### src/hw/rtl/ptds_pkg.sv
// Package for the periodic task deadline scheduler.
// Holds sizing defaults, command and status codes. No dependencies.
package ptds_pkg;
    localparam int SLOTS_DEF     = 16;
    localparam int TIME_BITS_DEF = 48;
    localparam int PER_BITS      = 41;
    localparam int PRIO_BITS     = 8;
    localparam int CMD_BITS      = 2;
    localparam int STAT_BITS     = 3;
    localparam int SLOT_OUT_BITS = 4;
    localparam int MISS_BITS     = 32;
    localparam int NEXT_BITS     = 48;

    localparam logic [CMD_BITS-1:0] CMD_ADD      = 2'd0;
    localparam logic [CMD_BITS-1:0] CMD_DISPATCH = 2'd1;
    localparam logic [CMD_BITS-1:0] CMD_COMPLETE = 2'd2;

    localparam logic [STAT_BITS-1:0] ST_OK      = 3'd0;
    localparam logic [STAT_BITS-1:0] ST_FULL    = 3'd1;
    localparam logic [STAT_BITS-1:0] ST_NONE    = 3'd2;
    localparam logic [STAT_BITS-1:0] ST_RUNNING = 3'd3;
    localparam logic [STAT_BITS-1:0] ST_IDLE    = 3'd4;
endpackage

### src/hw/rtl/ptds_ram.sv
// Generic single-port RAM with registered read.
// No dependencies.
module ptds_ram #(
    parameter int WIDTH = 8,
    parameter int DEPTH = 16
) (
    input  logic                     i_clk,
    input  logic                     i_we,
    input  logic [$clog2(DEPTH)-1:0] i_addr,
    input  logic [WIDTH-1:0]         i_wdata,
    output logic [WIDTH-1:0]         o_rdata
);
    logic [WIDTH-1:0] r_mem [DEPTH];

    always_ff @(posedge i_clk) begin
        if (i_we) begin
            r_mem[i_addr] <= i_wdata;
        end
        o_rdata <= r_mem[i_addr];
    end
endmodule

### src/hw/rtl/ptds_divider.sv
// Restoring divider, one quotient bit per cycle.
// No dependencies.
module ptds_divider #(
    parameter int W = 48
) (
    input  logic         i_clk,
    input  logic         i_rst_n,
    input  logic         i_start,
    input  logic [W-1:0] i_num,
    input  logic [W-1:0] i_den,
    output logic         o_done,
    output logic [W-1:0] o_quo,
    output logic [W-1:0] o_rem
);
    localparam int CW = $clog2(W + 1);
    logic [CW-1:0] r_cnt;
    logic          r_busy;
    logic [W-1:0]  r_q, r_r, r_d;
    logic [W:0]    w_sh, w_sub;

    assign w_sh  = {r_r, r_q[W-1]};
    assign w_sub = w_sh - {1'b0, r_d};

    always_ff @(posedge i_clk) begin
        if (!i_rst_n) begin
            r_busy <= 1'b0;
            r_cnt  <= '0;
            o_done <= 1'b0;
        end else begin
            // done follows the last quotient bit
            o_done <= r_busy && !i_start && (r_cnt == CW'(1));
            if (i_start) begin
                r_busy <= 1'b1;
                r_cnt  <= CW'(W);
            end else if (r_busy) begin
                r_cnt <= r_cnt - 1'b1;
                if (r_cnt == CW'(1)) begin
                    r_busy <= 1'b0;
                end
            end
        end
    end

    // shift-subtract datapath
    always_ff @(posedge i_clk) begin
        if (i_start) begin
            r_q <= i_num;
            r_r <= '0;
            r_d <= i_den;
        end else if (r_busy) begin
            if (!w_sub[W]) begin
                r_r <= w_sub[W-1:0];
                r_q <= {r_q[W-2:0], 1'b1};
            end else begin
                r_r <= w_sh[W-1:0];
                r_q <= {r_q[W-2:0], 1'b0};
            end
        end
    end

    assign o_quo = r_q;
    assign o_rem = r_r;
endmodule

### src/hw/rtl/periodic_task_deadline_scheduler_unit.sv
// Periodic task deadline scheduler, top level.
// Throughput: one request at a time; busy is high until the result strobe.
// The slot scans and the serial divider set how long a request takes.
// Reset (synchronous, active low) clears valid/done marks, running state and pass time.
// Results show for one cycle on o_valid; the receiver cannot stall.
module periodic_task_deadline_scheduler_unit #(
    parameter int SLOTS     = ptds_pkg::SLOTS_DEF,
    parameter int TIME_BITS = ptds_pkg::TIME_BITS_DEF
) (
    input  logic                           i_clk,
    input  logic                           i_rst_n,
    input  logic                           start,
    output logic                           busy,
    input  logic [ptds_pkg::CMD_BITS-1:0]  i_cmd,
    input  logic [TIME_BITS-1:0]           i_time_value,
    input  logic signed [ptds_pkg::PER_BITS-1:0] i_period_us,
    input  logic [ptds_pkg::PRIO_BITS-1:0] i_priority_req,
    input  logic                           i_start_now,
    input  logic                           i_new_pass,
    input  logic                           i_has_new_period,
    output logic                           o_valid,
    output logic [ptds_pkg::STAT_BITS-1:0] o_status,
    output logic [$clog2(SLOTS)-1:0]       o_task_slot,
    output logic                           o_task_retired,
    output logic [TIME_BITS-1:0]           o_next_due,
    output logic [ptds_pkg::MISS_BITS-1:0] o_missed_periods
);
    import ptds_pkg::*;

    localparam int SW = $clog2(SLOTS);
    localparam int CW = $clog2(SLOTS + 1);
    localparam int TW = TIME_BITS;
    localparam logic [TW-1:0] TMAX = '1;

    localparam logic [3:0] S_IDLE  = 4'd0;
    localparam logic [3:0] S_ADDSC = 4'd1;
    localparam logic [3:0] S_ADDWR = 4'd2;
    localparam logic [3:0] S_DRD   = 4'd3;
    localparam logic [3:0] S_DCMP  = 4'd4;
    localparam logic [3:0] S_DFIN  = 4'd5;
    localparam logic [3:0] S_CRD   = 4'd6;
    localparam logic [3:0] S_CWT   = 4'd7;
    localparam logic [3:0] S_CADD  = 4'd8;
    localparam logic [3:0] S_CDIV  = 4'd9;
    localparam logic [3:0] S_CFIX  = 4'd10;
    localparam logic [3:0] S_CWR   = 4'd11;
    localparam logic [3:0] S_OUT   = 4'd12;

    logic [3:0]  r_state;
    logic [SLOTS-1:0] r_valid, r_done;
    logic        r_run;
    logic [SW-1:0] r_rslot;
    logic [TW-1:0] r_pass;

    // latched request
    logic [TW-1:0]  r_tv;
    logic [PER_BITS-1:0] r_per;
    logic [PRIO_BITS-1:0] r_prio;
    logic r_snow, r_hnp;

    logic [CW-1:0] r_idx;
    logic [SW-1:0] r_best;
    logic          r_found;
    logic [TW-1:0] r_bdue;
    logic [PRIO_BITS-1:0] r_bprio;
    logic [TW-1:0] r_nd, r_lag;
    logic [PER_BITS-1:0] r_p;
    logic [TW:0]  r_sum;

    logic [STAT_BITS-1:0] r_st;
    logic [SW-1:0] r_oslot;
    logic r_ret;
    logic [MISS_BITS-1:0] r_miss;

    // RAM ports
    logic          w_we;
    logic [SW-1:0] w_addr;
    logic [TW-1:0] w_due_wd, w_due_rd;
    logic [PER_BITS-1:0] w_per_wd, w_per_rd;
    logic [PRIO_BITS-1:0] w_pri_wd, w_pri_rd;
    logic w_pwe, w_pri_we;

    ptds_ram #(.WIDTH(TW), .DEPTH(SLOTS)) u_due (
        .i_clk(i_clk), .i_we(w_we), .i_addr(w_addr), .i_wdata(w_due_wd), .o_rdata(w_due_rd));
    ptds_ram #(.WIDTH(PER_BITS), .DEPTH(SLOTS)) u_per (
        .i_clk(i_clk), .i_we(w_pwe), .i_addr(w_addr), .i_wdata(w_per_wd), .o_rdata(w_per_rd));
    ptds_ram #(.WIDTH(PRIO_BITS), .DEPTH(SLOTS)) u_pri (
        .i_clk(i_clk), .i_we(w_pri_we), .i_addr(w_addr), .i_wdata(w_pri_wd),
        .o_rdata(w_pri_rd));

    // divider for catch-up
    logic          r_dstart;
    logic          w_ddone;
    logic [TW-1:0] w_quo, w_rem, w_den;
    assign w_den = TW'(r_p);
    ptds_divider #(.W(TW)) u_div (
        .i_clk(i_clk), .i_rst_n(i_rst_n), .i_start(r_dstart), .i_num(r_lag),
        .i_den(w_den), .o_done(w_ddone), .o_quo(w_quo), .o_rem(w_rem));

    logic [SW-1:0] w_idx;
    logic [SW-1:0] w_prev;
    assign w_idx  = r_idx[SW-1:0];
    assign w_prev = SW'(r_idx - 1'b1);

    // saturated due time plus period, and the late check
    logic [TW:0]   w_sum0;
    logic [TW-1:0] w_nd_sat;
    logic          w_late;
    assign w_sum0   = {1'b0, r_nd} + {1'b0, TW'(r_p)};
    assign w_nd_sat = w_sum0[TW] ? TMAX : w_sum0[TW-1:0];
    assign w_late   = !r_p[PER_BITS-1] && (r_p != '0) && (w_nd_sat < r_pass);

    // RAM address/write control
    always_comb begin
        w_we     = 1'b0;
        w_pwe    = 1'b0;
        w_pri_we = 1'b0;
        w_addr   = w_idx;
        w_due_wd = r_snow ? r_pass : r_tv;
        w_per_wd = r_per;
        w_pri_wd = r_prio;
        case (r_state)
            S_ADDWR: begin
                w_we = 1'b1; w_pwe = 1'b1; w_pri_we = 1'b1;
            end
            S_CRD, S_CWT: w_addr = r_rslot;
            S_CWR: begin
                w_addr   = r_rslot;
                w_we     = !r_p[PER_BITS-1];
                w_due_wd = r_nd;
                w_pwe    = r_hnp;
            end
            default: ;
        endcase
    end

    logic w_cand;
    assign w_cand = r_valid[w_prev] && !r_done[w_prev] && (w_due_rd <= r_tv);

    always_ff @(posedge i_clk) begin
        if (!i_rst_n) begin
            r_state  <= S_IDLE;
            r_valid  <= '0;
            r_done   <= '0;
            r_run    <= 1'b0;
            r_rslot  <= '0;
            r_pass   <= '0;
            r_dstart <= 1'b0;
            o_valid  <= 1'b0;
        end else begin
            r_dstart <= (r_state == S_CADD) && w_late;
            o_valid  <= (r_state == S_OUT);
            case (r_state)
                S_IDLE: begin
                    if (start) begin
                        r_tv <= TW'(i_time_value); r_per <= i_period_us;
                        r_prio <= i_priority_req; r_snow <= i_start_now;
                        r_hnp <= i_has_new_period;
                        r_idx <= '0; r_found <= 1'b0;
                        r_st <= ST_OK; r_oslot <= '0; r_ret <= 1'b0;
                        r_nd <= '0; r_miss <= '0;
                        case (i_cmd)
                            CMD_ADD: r_state <= S_ADDSC;
                            CMD_DISPATCH: begin
                                if (i_new_pass) r_done <= '0;
                                r_pass <= TW'(i_time_value);
                                if (r_run) begin
                                    r_st <= ST_RUNNING; r_state <= S_OUT;
                                end else begin
                                    r_state <= S_DRD;
                                end
                            end
                            CMD_COMPLETE: begin
                                if (!r_run) begin
                                    r_st <= ST_IDLE; r_state <= S_OUT;
                                end else begin
                                    r_state <= S_CRD;
                                end
                            end
                            default: r_state <= S_OUT;
                        endcase
                    end
                end
                // lowest free slot search
                S_ADDSC: begin
                    if (r_idx == CW'(SLOTS)) begin
                        r_st <= ST_FULL; r_state <= S_OUT;
                    end else if (!r_valid[w_idx]) begin
                        r_state <= S_ADDWR;
                    end else begin
                        r_idx <= r_idx + 1'b1;
                    end
                end
                S_ADDWR: begin
                    r_valid[w_idx] <= 1'b1;
                    r_done[w_idx]  <= 1'b0;
                    r_oslot <= w_idx;
                    r_state <= S_OUT;
                end
                // dispatch scan: issue read, compare next cycle
                S_DRD: begin
                    r_idx <= r_idx + 1'b1;
                    r_state <= S_DCMP;
                end
                S_DCMP: begin
                    if (w_cand && (!r_found || w_due_rd < r_bdue ||
                        (w_due_rd == r_bdue && w_pri_rd < r_bprio))) begin
                        r_found <= 1'b1; r_best <= w_prev;
                        r_bdue <= w_due_rd; r_bprio <= w_pri_rd;
                    end
                    r_state <= (r_idx == CW'(SLOTS)) ? S_DFIN : S_DRD;
                end
                S_DFIN: begin
                    if (r_found) begin
                        r_run <= 1'b1; r_rslot <= r_best; r_oslot <= r_best;
                    end else begin
                        r_st <= ST_NONE;
                    end
                    r_state <= S_OUT;
                end
                // complete
                S_CRD: r_state <= S_CWT;
                S_CWT: begin
                    r_p <= r_hnp ? r_per : w_per_rd;
                    r_nd <= w_due_rd;
                    r_oslot <= r_rslot;
                    r_run <= 1'b0;
                    r_state <= S_CADD;
                end
                S_CADD: begin
                    if (r_p[PER_BITS-1]) begin
                        r_valid[r_rslot] <= 1'b0;
                        r_done[r_rslot]  <= 1'b0;
                        r_ret <= 1'b1;
                        r_nd  <= '0;
                        r_state <= S_CWR;
                    end else begin
                        r_done[r_rslot] <= 1'b1;
                        if (w_late) begin
                            r_lag <= r_pass - w_nd_sat;
                            r_state <= S_CDIV;
                        end else begin
                            r_nd <= w_nd_sat;
                            r_state <= S_CWR;
                        end
                    end
                end
                S_CDIV: begin
                    if (w_ddone) begin
                        r_miss <= (w_quo >= TW'(64'hFFFF_FFFF)) ? '1
                                  : MISS_BITS'(w_quo + 1'b1);
                        r_sum <= {1'b0, r_pass} + {1'b0, TW'(r_p) - w_rem};
                        r_state <= S_CFIX;
                    end
                end
                S_CFIX: begin
                    r_nd <= r_sum[TW] ? TMAX : r_sum[TW-1:0];
                    r_state <= S_CWR;
                end
                S_CWR: r_state <= S_OUT;
                S_OUT: r_state <= S_IDLE;
                default: r_state <= S_IDLE;
            endcase
        end
    end

    assign busy             = (r_state != S_IDLE);
    assign o_status         = r_st;
    assign o_task_slot      = r_oslot;
    assign o_task_retired   = r_ret;
    assign o_next_due       = r_nd;
    assign o_missed_periods = r_miss;
endmodule

### config.mk
export PLATFORM = sky130hd
export DESIGN_NAME = periodic_task_deadline_scheduler_unit
export DESIGN_NICKNAME = d
export VERILOG_FILES = /design/src/hw/rtl/ptds_pkg.sv /design/src/hw/rtl/ptds_ram.sv /design/src/hw/rtl/ptds_divider.sv /design/src/hw/rtl/periodic_task_deadline_scheduler_unit.sv
export SDC_FILE = /design/constraint.sdc
export NUM_CORES = 2
export LEC_CHECK = 0
export BUFFER_PORTS_ARGS = -buffer_cell sky130_fd_sc_hd__buf_2
export CORE_UTILIZATION = 50
export DETAILED_ROUTE_END_ITERATION = 12
export PLACE_DENSITY = 0.73
export SLEW_MARGIN = 25
export SYNTH_ARGS = -nofsm -noshare
export SYNTH_HDL_FRONTEND = slang
export SYNTH_HIERARCHICAL = 1
export SYNTH_SLANG_ARGS = --single-unit
### constraint.sdc
create_clock -name i_clk -period 10.1 [get_ports i_clk]
set_clock_uncertainty 0.1 [all_clocks]
set_input_delay 3.03 -clock i_clk [delete_from_list [all_inputs] [get_ports i_clk]]
set_output_delay 3.03 -clock i_clk [all_outputs]
set_load 0.02 [all_outputs]
Yosys cells after proc, flatten, opt, wreduce, memory -nomap -nowiden. Memory sizes are Yosys's and may differ from the RTL's. A register that Yosys moved wholly into a read port is not among the register bits. Index checks and enable logic that the tools add are counted.

Memory bits (writable): 1552. Memories: 3. Output and inout bits: 90. Logic and storage cells: 228. Register bits after elaboration: 627.

Memory list: u_due.r_mem (depth 16, width 48, rd ports 1, clocked after Yosys merged registers in 1, write ports 1, RTL line ptds_ram.sv:13) `logic [WIDTH-1:0] r_mem [DEPTH];`; u_per.r_mem (depth 16, width 41, rd ports 1, clocked after Yosys merged registers in 1, write ports 1, RTL line ptds_ram.sv:13); u_pri.r_mem (depth 16, width 8, rd ports 1, clocked after Yosys merged registers in 1, write ports 1, RTL line ptds_ram.sv:13).

Add/sub/neg operators: 9. Reductions and logical operators: 53. Magnitude comparators: 10. Muxes and demuxes: 81. Eq/ne operators: 30. Bitwise logic cells: 9.

Operator list (number): two-way mux 48 bit (10); one-hot mux 48 bit (4 select lines) (1); less-than comparator 48 bit (2); two-way mux 32 bit (3); two-way mux 16 bit (5); one-hot mux 32 bit (2 select lines) (1); adder 48 x 41 -> 49 bit (1); adder 48 x 48 -> 49 bit (1); subtractor 49 x 41 -> 49 bit (1); AND 16 bit (3); == test 48 bit (1); greater-or-equal comparator 48 x 32 -> 1 bit (second input constant) (1); less-or-equal comparator 48 bit (1); one-hot mux 16 bit (3 select lines) (1); subtractor 41 x 48 -> 48 bit (1); subtractor 48 bit (1); two-way mux 41 bit (1); nonzero test 41 bit (1); one-hot mux 4 bit (10 select lines) (1); two-way mux 4 bit (9); adder 32 x 1 -> 32 bit (second input constant) (1); NOT 16 bit (2); bitwise OR 16 bit (2); one-hot mux 16 bit (2 select lines) (1); other kinds (45) (140).

Logic depth before layout (Yosys ltp).
Depth after elaboration: 9. Gate-level depth with buffers: 26.

Hierarchy. The synthesis kept the hierarchy.

Modules (own cells, without submodules): periodic_task_deadline_scheduler_unit (instances 1, area each 32167.1 um^2, cells an instance 3388); ptds_ram (u_due) (instances 1, area each 29736.0 um^2, cells an instance 1243); ptds_ram (u_per) (instances 1, area each 25424.4 um^2, cells an instance 1068); ptds_divider (instances 1, area each 8770.9 um^2, cells an instance 889); ptds_ram (u_pri) (instances 1, area each 5067.4 um^2, cells an instance 230).

Least setup slack after synthesis. OpenSTA, ideal clock, no wires.

Kind: register -> register. Start: register r_nd[0], in the netlist o_next_due[0]. End: register r_lag[0] (enable). Library setup time: 513 ps. Path buffers: 1. Path slack: 1288 ps. Required time: 9487 ps. Stages on the path, launching flop included: 26. Arrival: 8199 ps. Period minus slack after synthesis: 8812 ps. Cell sequence: edfxtp_1 -> ha_1 -> fa_1 -> a21oi_1 -> nor2_1 -> o311a_1 -> o221ai_2 -> o31a_2 -> o31ai_2 -> o41ai_2 -> a21oi_1 -> buf_2 -> or2_2 -> ha_1 -> inv_1 -> fa_1 -> a21o_1 -> a21oi_1 -> o21bai_1 -> a21oi_1 -> a31oi_1 -> o21a_1 -> a22o_1 -> a21o_1 -> nand2_1 -> nor3_1.

Cells in the longest elaborated chain, start to end: 5.

Ends and longest elaborated chain: start, declared (RTL line periodic_task_deadline_scheduler_unit.sv:66) `logic [TW-1:0] r_nd, r_lag;`; start signal, assigned (RTL line periodic_task_deadline_scheduler_unit.sv:225) `r_nd <= w_due_rd;`; start signal, assigned (RTL line periodic_task_deadline_scheduler_unit.sv:243) `r_nd <= w_nd_sat;`; start signal, assigned (RTL line periodic_task_deadline_scheduler_unit.sv:257) `r_nd <= r_sum[TW] ? TMAX : r_sum[TW-1:0];`; adder 48 x 41 -> 49 bit (RTL line periodic_task_deadline_scheduler_unit.sv:109) `assign w_sum0 = {1'b0, r_nd} + {1'b0, TW'(r_p)};`; two-way mux 48 bit (RTL line periodic_task_deadline_scheduler_unit.sv:110) `assign w_nd_sat = w_sum0[TW] ? TMAX : w_sum0[TW-1:0];`; less-than comparator 48 bit (RTL line periodic_task_deadline_scheduler_unit.sv:111) `assign w_late = !r_p[PER_BITS-1] && (r_p != '0) && (w_nd_sat < r_pass);`; logical AND 1 bit (RTL line periodic_task_deadline_scheduler_unit.sv:111); AND reduction 4 bit (no source line); end signal, assigned (RTL line periodic_task_deadline_scheduler_unit.sv:240) `r_lag <= r_pass - w_nd_sat;`; end, declared (RTL line periodic_task_deadline_scheduler_unit.sv:66).

No other way between the ends. A chain may end at the register's enable or synchronous reset.

Worst setup path in the final report.
Start: register r_p[0]. End: register r_nd[43], in the netlist o_next_due[43] (enable).

Cells in the longest elaborated chain, start to end: 6. Elaborated cells on any way between the ends: 8. Classes of those cells: 1 x add/sub; 1 x order compare; 1 x eq/ne; 1 x mux; 4 x reduce/logical.

Ends and longest elaborated chain: start, declared (RTL line periodic_task_deadline_scheduler_unit.sv:67) `logic [PER_BITS-1:0] r_p;`; start signal, assigned (RTL line periodic_task_deadline_scheduler_unit.sv:224) `r_p <= r_hnp ? r_per : w_per_rd;`; adder 48 x 41 -> 49 bit (RTL line periodic_task_deadline_scheduler_unit.sv:109); two-way mux 48 bit (RTL line periodic_task_deadline_scheduler_unit.sv:110); less-than comparator 48 bit (RTL line periodic_task_deadline_scheduler_unit.sv:111); logical AND 1 bit * (RTL line periodic_task_deadline_scheduler_unit.sv:111); != test 3 bit (no source line) *; AND reduction 4 bit (no source line) *.

Mark *: on every way between the ends. The rest lies on a longest branch, timed or not.

==> flow_summary.ini <==
[synthesis]
synth_warnings = 6
synthTopCellsByArea = edfxtp_1 (61%), mux4_2 (8.8%), dfxtp_1 (4.8%)
synthTopCellsByCount = edfxtp_1 (2,039), nand2_1 (513), a21oi_1 (491), nor2_1 (401), mux4_2 (395)
async_flop_share_pct = 0
synth_top_area_share_pct = 60.5
synth.avg_cell_area_sq_um = 14.8
synth_edf_count = 2039
syn_area_sq_um = 101000
synth-seq-cells = 2283
synthDistinctLibCells = 93
synth_top_flop_cell = edfxtp_1
syn_inst = 6818
seq_area_frac_synth_pct = 65.4
yosysMostFrequentCell = edfxtp_1
synth.largest_area_cell = edfxtp_1

[critical_path]
cp-end-kind = register
crit_arrival_ns = 9.00
cp-start-kind = register
cp_num_buf_inv = 1
criticalPathCategory = reg -> reg
cp_max_fo = 27
crit_top_cell = a21oi_1
cp_slowest_cell = o41ai_2
critPathMaxStageDelay_ns = 0.88
crit_family = compound AO/OA/AOI/OAI gates
crit_chain = ha_1 > fa_1 > a21oi_1 > nor2_1 > o311a_1 > o221ai_2 > o31a_2 > o31ai_2 > o41ai_2 > a21oi_4 > nor2_1 > ha_1 > a21o_1 > a21oi_1 > o21bai_1 > a21oi_1 > a31oi_1 > o21a_1 > a22o_1 > a21o_1 > nand2_1 > a21oi_1 > o22ai_4 > buf_4
worstPathRequired_ns = 10.46

[grt]
antenna_found_initial = 28
grt_pass1_wl_um = 409000
grt_overflow_total = 0
grt_pass1_vias = 60470
grtUsageTotal_pct = 27.4
grt_max_degree = 140

[pwr]
cellLeakagePower_nw = 39.9
internal-power_w = 0.0200
peakVddDrop_v = 0.000206
power.net_switching_w = 0.0108
switching_share_pct = 35.1
seqPwrFrac_pct = 39.6
power_frac_comb_pct = 32.4
p_per_area_nw_per_um2 = 272
clkPwrFrac_pct = 28.0

[sta]
report.final.setup_viol = 0
finalSetupTns_ns = 0
timing.fmax_mhz = 116
rsz0062_at_grt = no
drv_slew = 0
hold_viol = 0
period_minus_slack_ns = 8.64
post-route-period-util_pct = 85.5
tightest_slew_ns = 1.09
relSlewSlack_pct = 27.1

[placed_design]
dp_cells = 9450
portBuffers = 194
dp.final_hpwl_um = 184000
dpl-instance-area_sq_um = 105000
gp_congestion = 0.990

[drt]
wl_per_cell_um = 28.7
drc = 0
vias_per_cell = 6.27
routed_wirelength_um = 284000
postRouteAntennaNets = 0
dr.pass1.iters = 6
num_vias = 61982
first_iter_violations = 7106

[clock_network]
clock_sinks = 2283
holdBufCountCts = 0
cts_setup_buffers = 0
cts.clk_slew.worst_paths_ns = 0.07
htreeDepth = 4
cts-root-buf = clkbuf_16
clk_path_buf_depth = 3
clkLatencyLatePin_ns = 0.92
cts_resized = 0
cts_tree = built
cts_made_buffers = 224

[cells_and_area]
fin_area_sq_um = 113000
drive_gt1_share_pct = 17.7
fin_nets = 7471
stdcell_count = 9886
syn_to_final_growth_pct = 11.8
final_util_pct = 56.4

[floorplan]
start_util_pct = 50.5
core-area_sq_um = 200000
dieHeight_um = 452
die_area_sq_um = 204000
die_x_um = 452
ioPinCount = 195
row_count = 164

[min_path]
min_path_type = reg -> reg

[run_status]
outcome = completed

[flow_run]
maxCapViolCount = 0
==> kinds of logic (layout without fill, tap and decap cells) <==
group | after synthesis | in the layout | synth area share, %
flip-flops | 2283 | 2283 | 65.4
AO/OA/AOI/OAI | 1398 | 1398 | 9.04
AND/OR/NAND/NOR | 1388 | 1388 | 6.19
buffers and inverters | 608 | 1009 | 2.56
multiplexers | 545 | 545 | 10.4
adder cells (fa/ha/maj) | 345 | 345 | 4.30
XOR/XNOR | 250 | 250 | 2.16
other | 1 | 12 | 0.00371
==> flip-flops by register name, summed over array words and instances, names as in the netlist, 32 cells and up <==
name and count:
u_due/r_mem 768, u_per/r_mem 656, u_pri/r_mem 128, r_sum 49, o_next_due 48, r_bdue 48
r_lag 48, r_pass 48, r_tv 48, u_div/o_quo 48, u_div/o_rem 48, u_div/r_d 48
u_due/o_rdata 48, r_p 41, r_per 41, u_per/o_rdata 41, o_missed_periods 32
==> path summary, 6_finish.rpt <==
path | endpoint | slack, ns | depth (start not counted) | startpoint
worst min register to register | r_bprio[0] | 0.33 | 0 | u_pri/o_rdata[0]
worst max-delay path | o_next_due[43] | 1.46 | 24 | r_p[0]
worst min-delay path | r_bprio[0] | 0.33 | 0 | u_pri/o_rdata[0]
worst max register to register | o_next_due[43] | 1.46 | 24 | r_p[0]
==> power groups by stage <==
stage	clock network [W]	logic, W	registers, W
after floorplan	0	0.00674	0.0122
after global placement	0	0.00963	0.0123
final	0.00863	0.00998	0.0122
after global routing	0.00910	0.0107	0.0123
after CTS	0.00873	0.00986	0.0122
after detailed placement	0	0.00978	0.0124
==> cell usage in the layout, fill, tap and decap left out, drive strengths merged, types with 43 or more instances in the layout <==
cell,count
edfxtp,2039
nand2,514
a21oi,491
nor2,402
mux4,395
ha,340
clkbuf,297
buf,295
inv,287
dfxtp,244
a22oi,203
a21o,176
o21ai,160
xnor2,159
nand3,108
clkinv,96
mux2,93
xor2,91
nand4,86
nor3,60
mux2i,57
o221ai,53
a31oi,46
o21bai,45
nor2b,43
==> per-stage QoR <==
step	total power [W]	hold WS [ns]	setup WS, ns
after CTS	0.0308	0.339	1.67
after detailed placement	0.0222	0.323	1.78
after global placement	0.0220	0.307	1.83
final	0.0308	0.335	1.46
after floorplan	0.0189	0.300	1.29
after global routing	0.0320	0.345	1.18
==> area by class of cell <==
class | count | area [sq um]
Timing Repair Buffer | 295 | 1800
Fill cell | 15302 | 87400
Tap cell | 2656 | 3320
Multi-Input combinational cell | 3933 | 33100
Sequential cell | 2283 | 66100
Inverter | 284 | 1070
Clock inverter | 133 | 1590
Antenna cell | 5 | 12.5
Clock buffer | 297 | 6120
==> metal layers <==
| metal | wire length [um] | vias up | GRT usage, % |
|---|---|---|---|
| met2 | 134000 | 3140 | 43.9 |
| met1 | 110000 | 31261 | 36.3 |
| met5 | 204 | - | 0 |
| met3 | 22900 | 631 | 4.61 |
| li1 | - | 26924 | - |
| met4 | 16700 | 26 | 14.0 |
No activity file was read; power rests on OpenSTA's default activity.
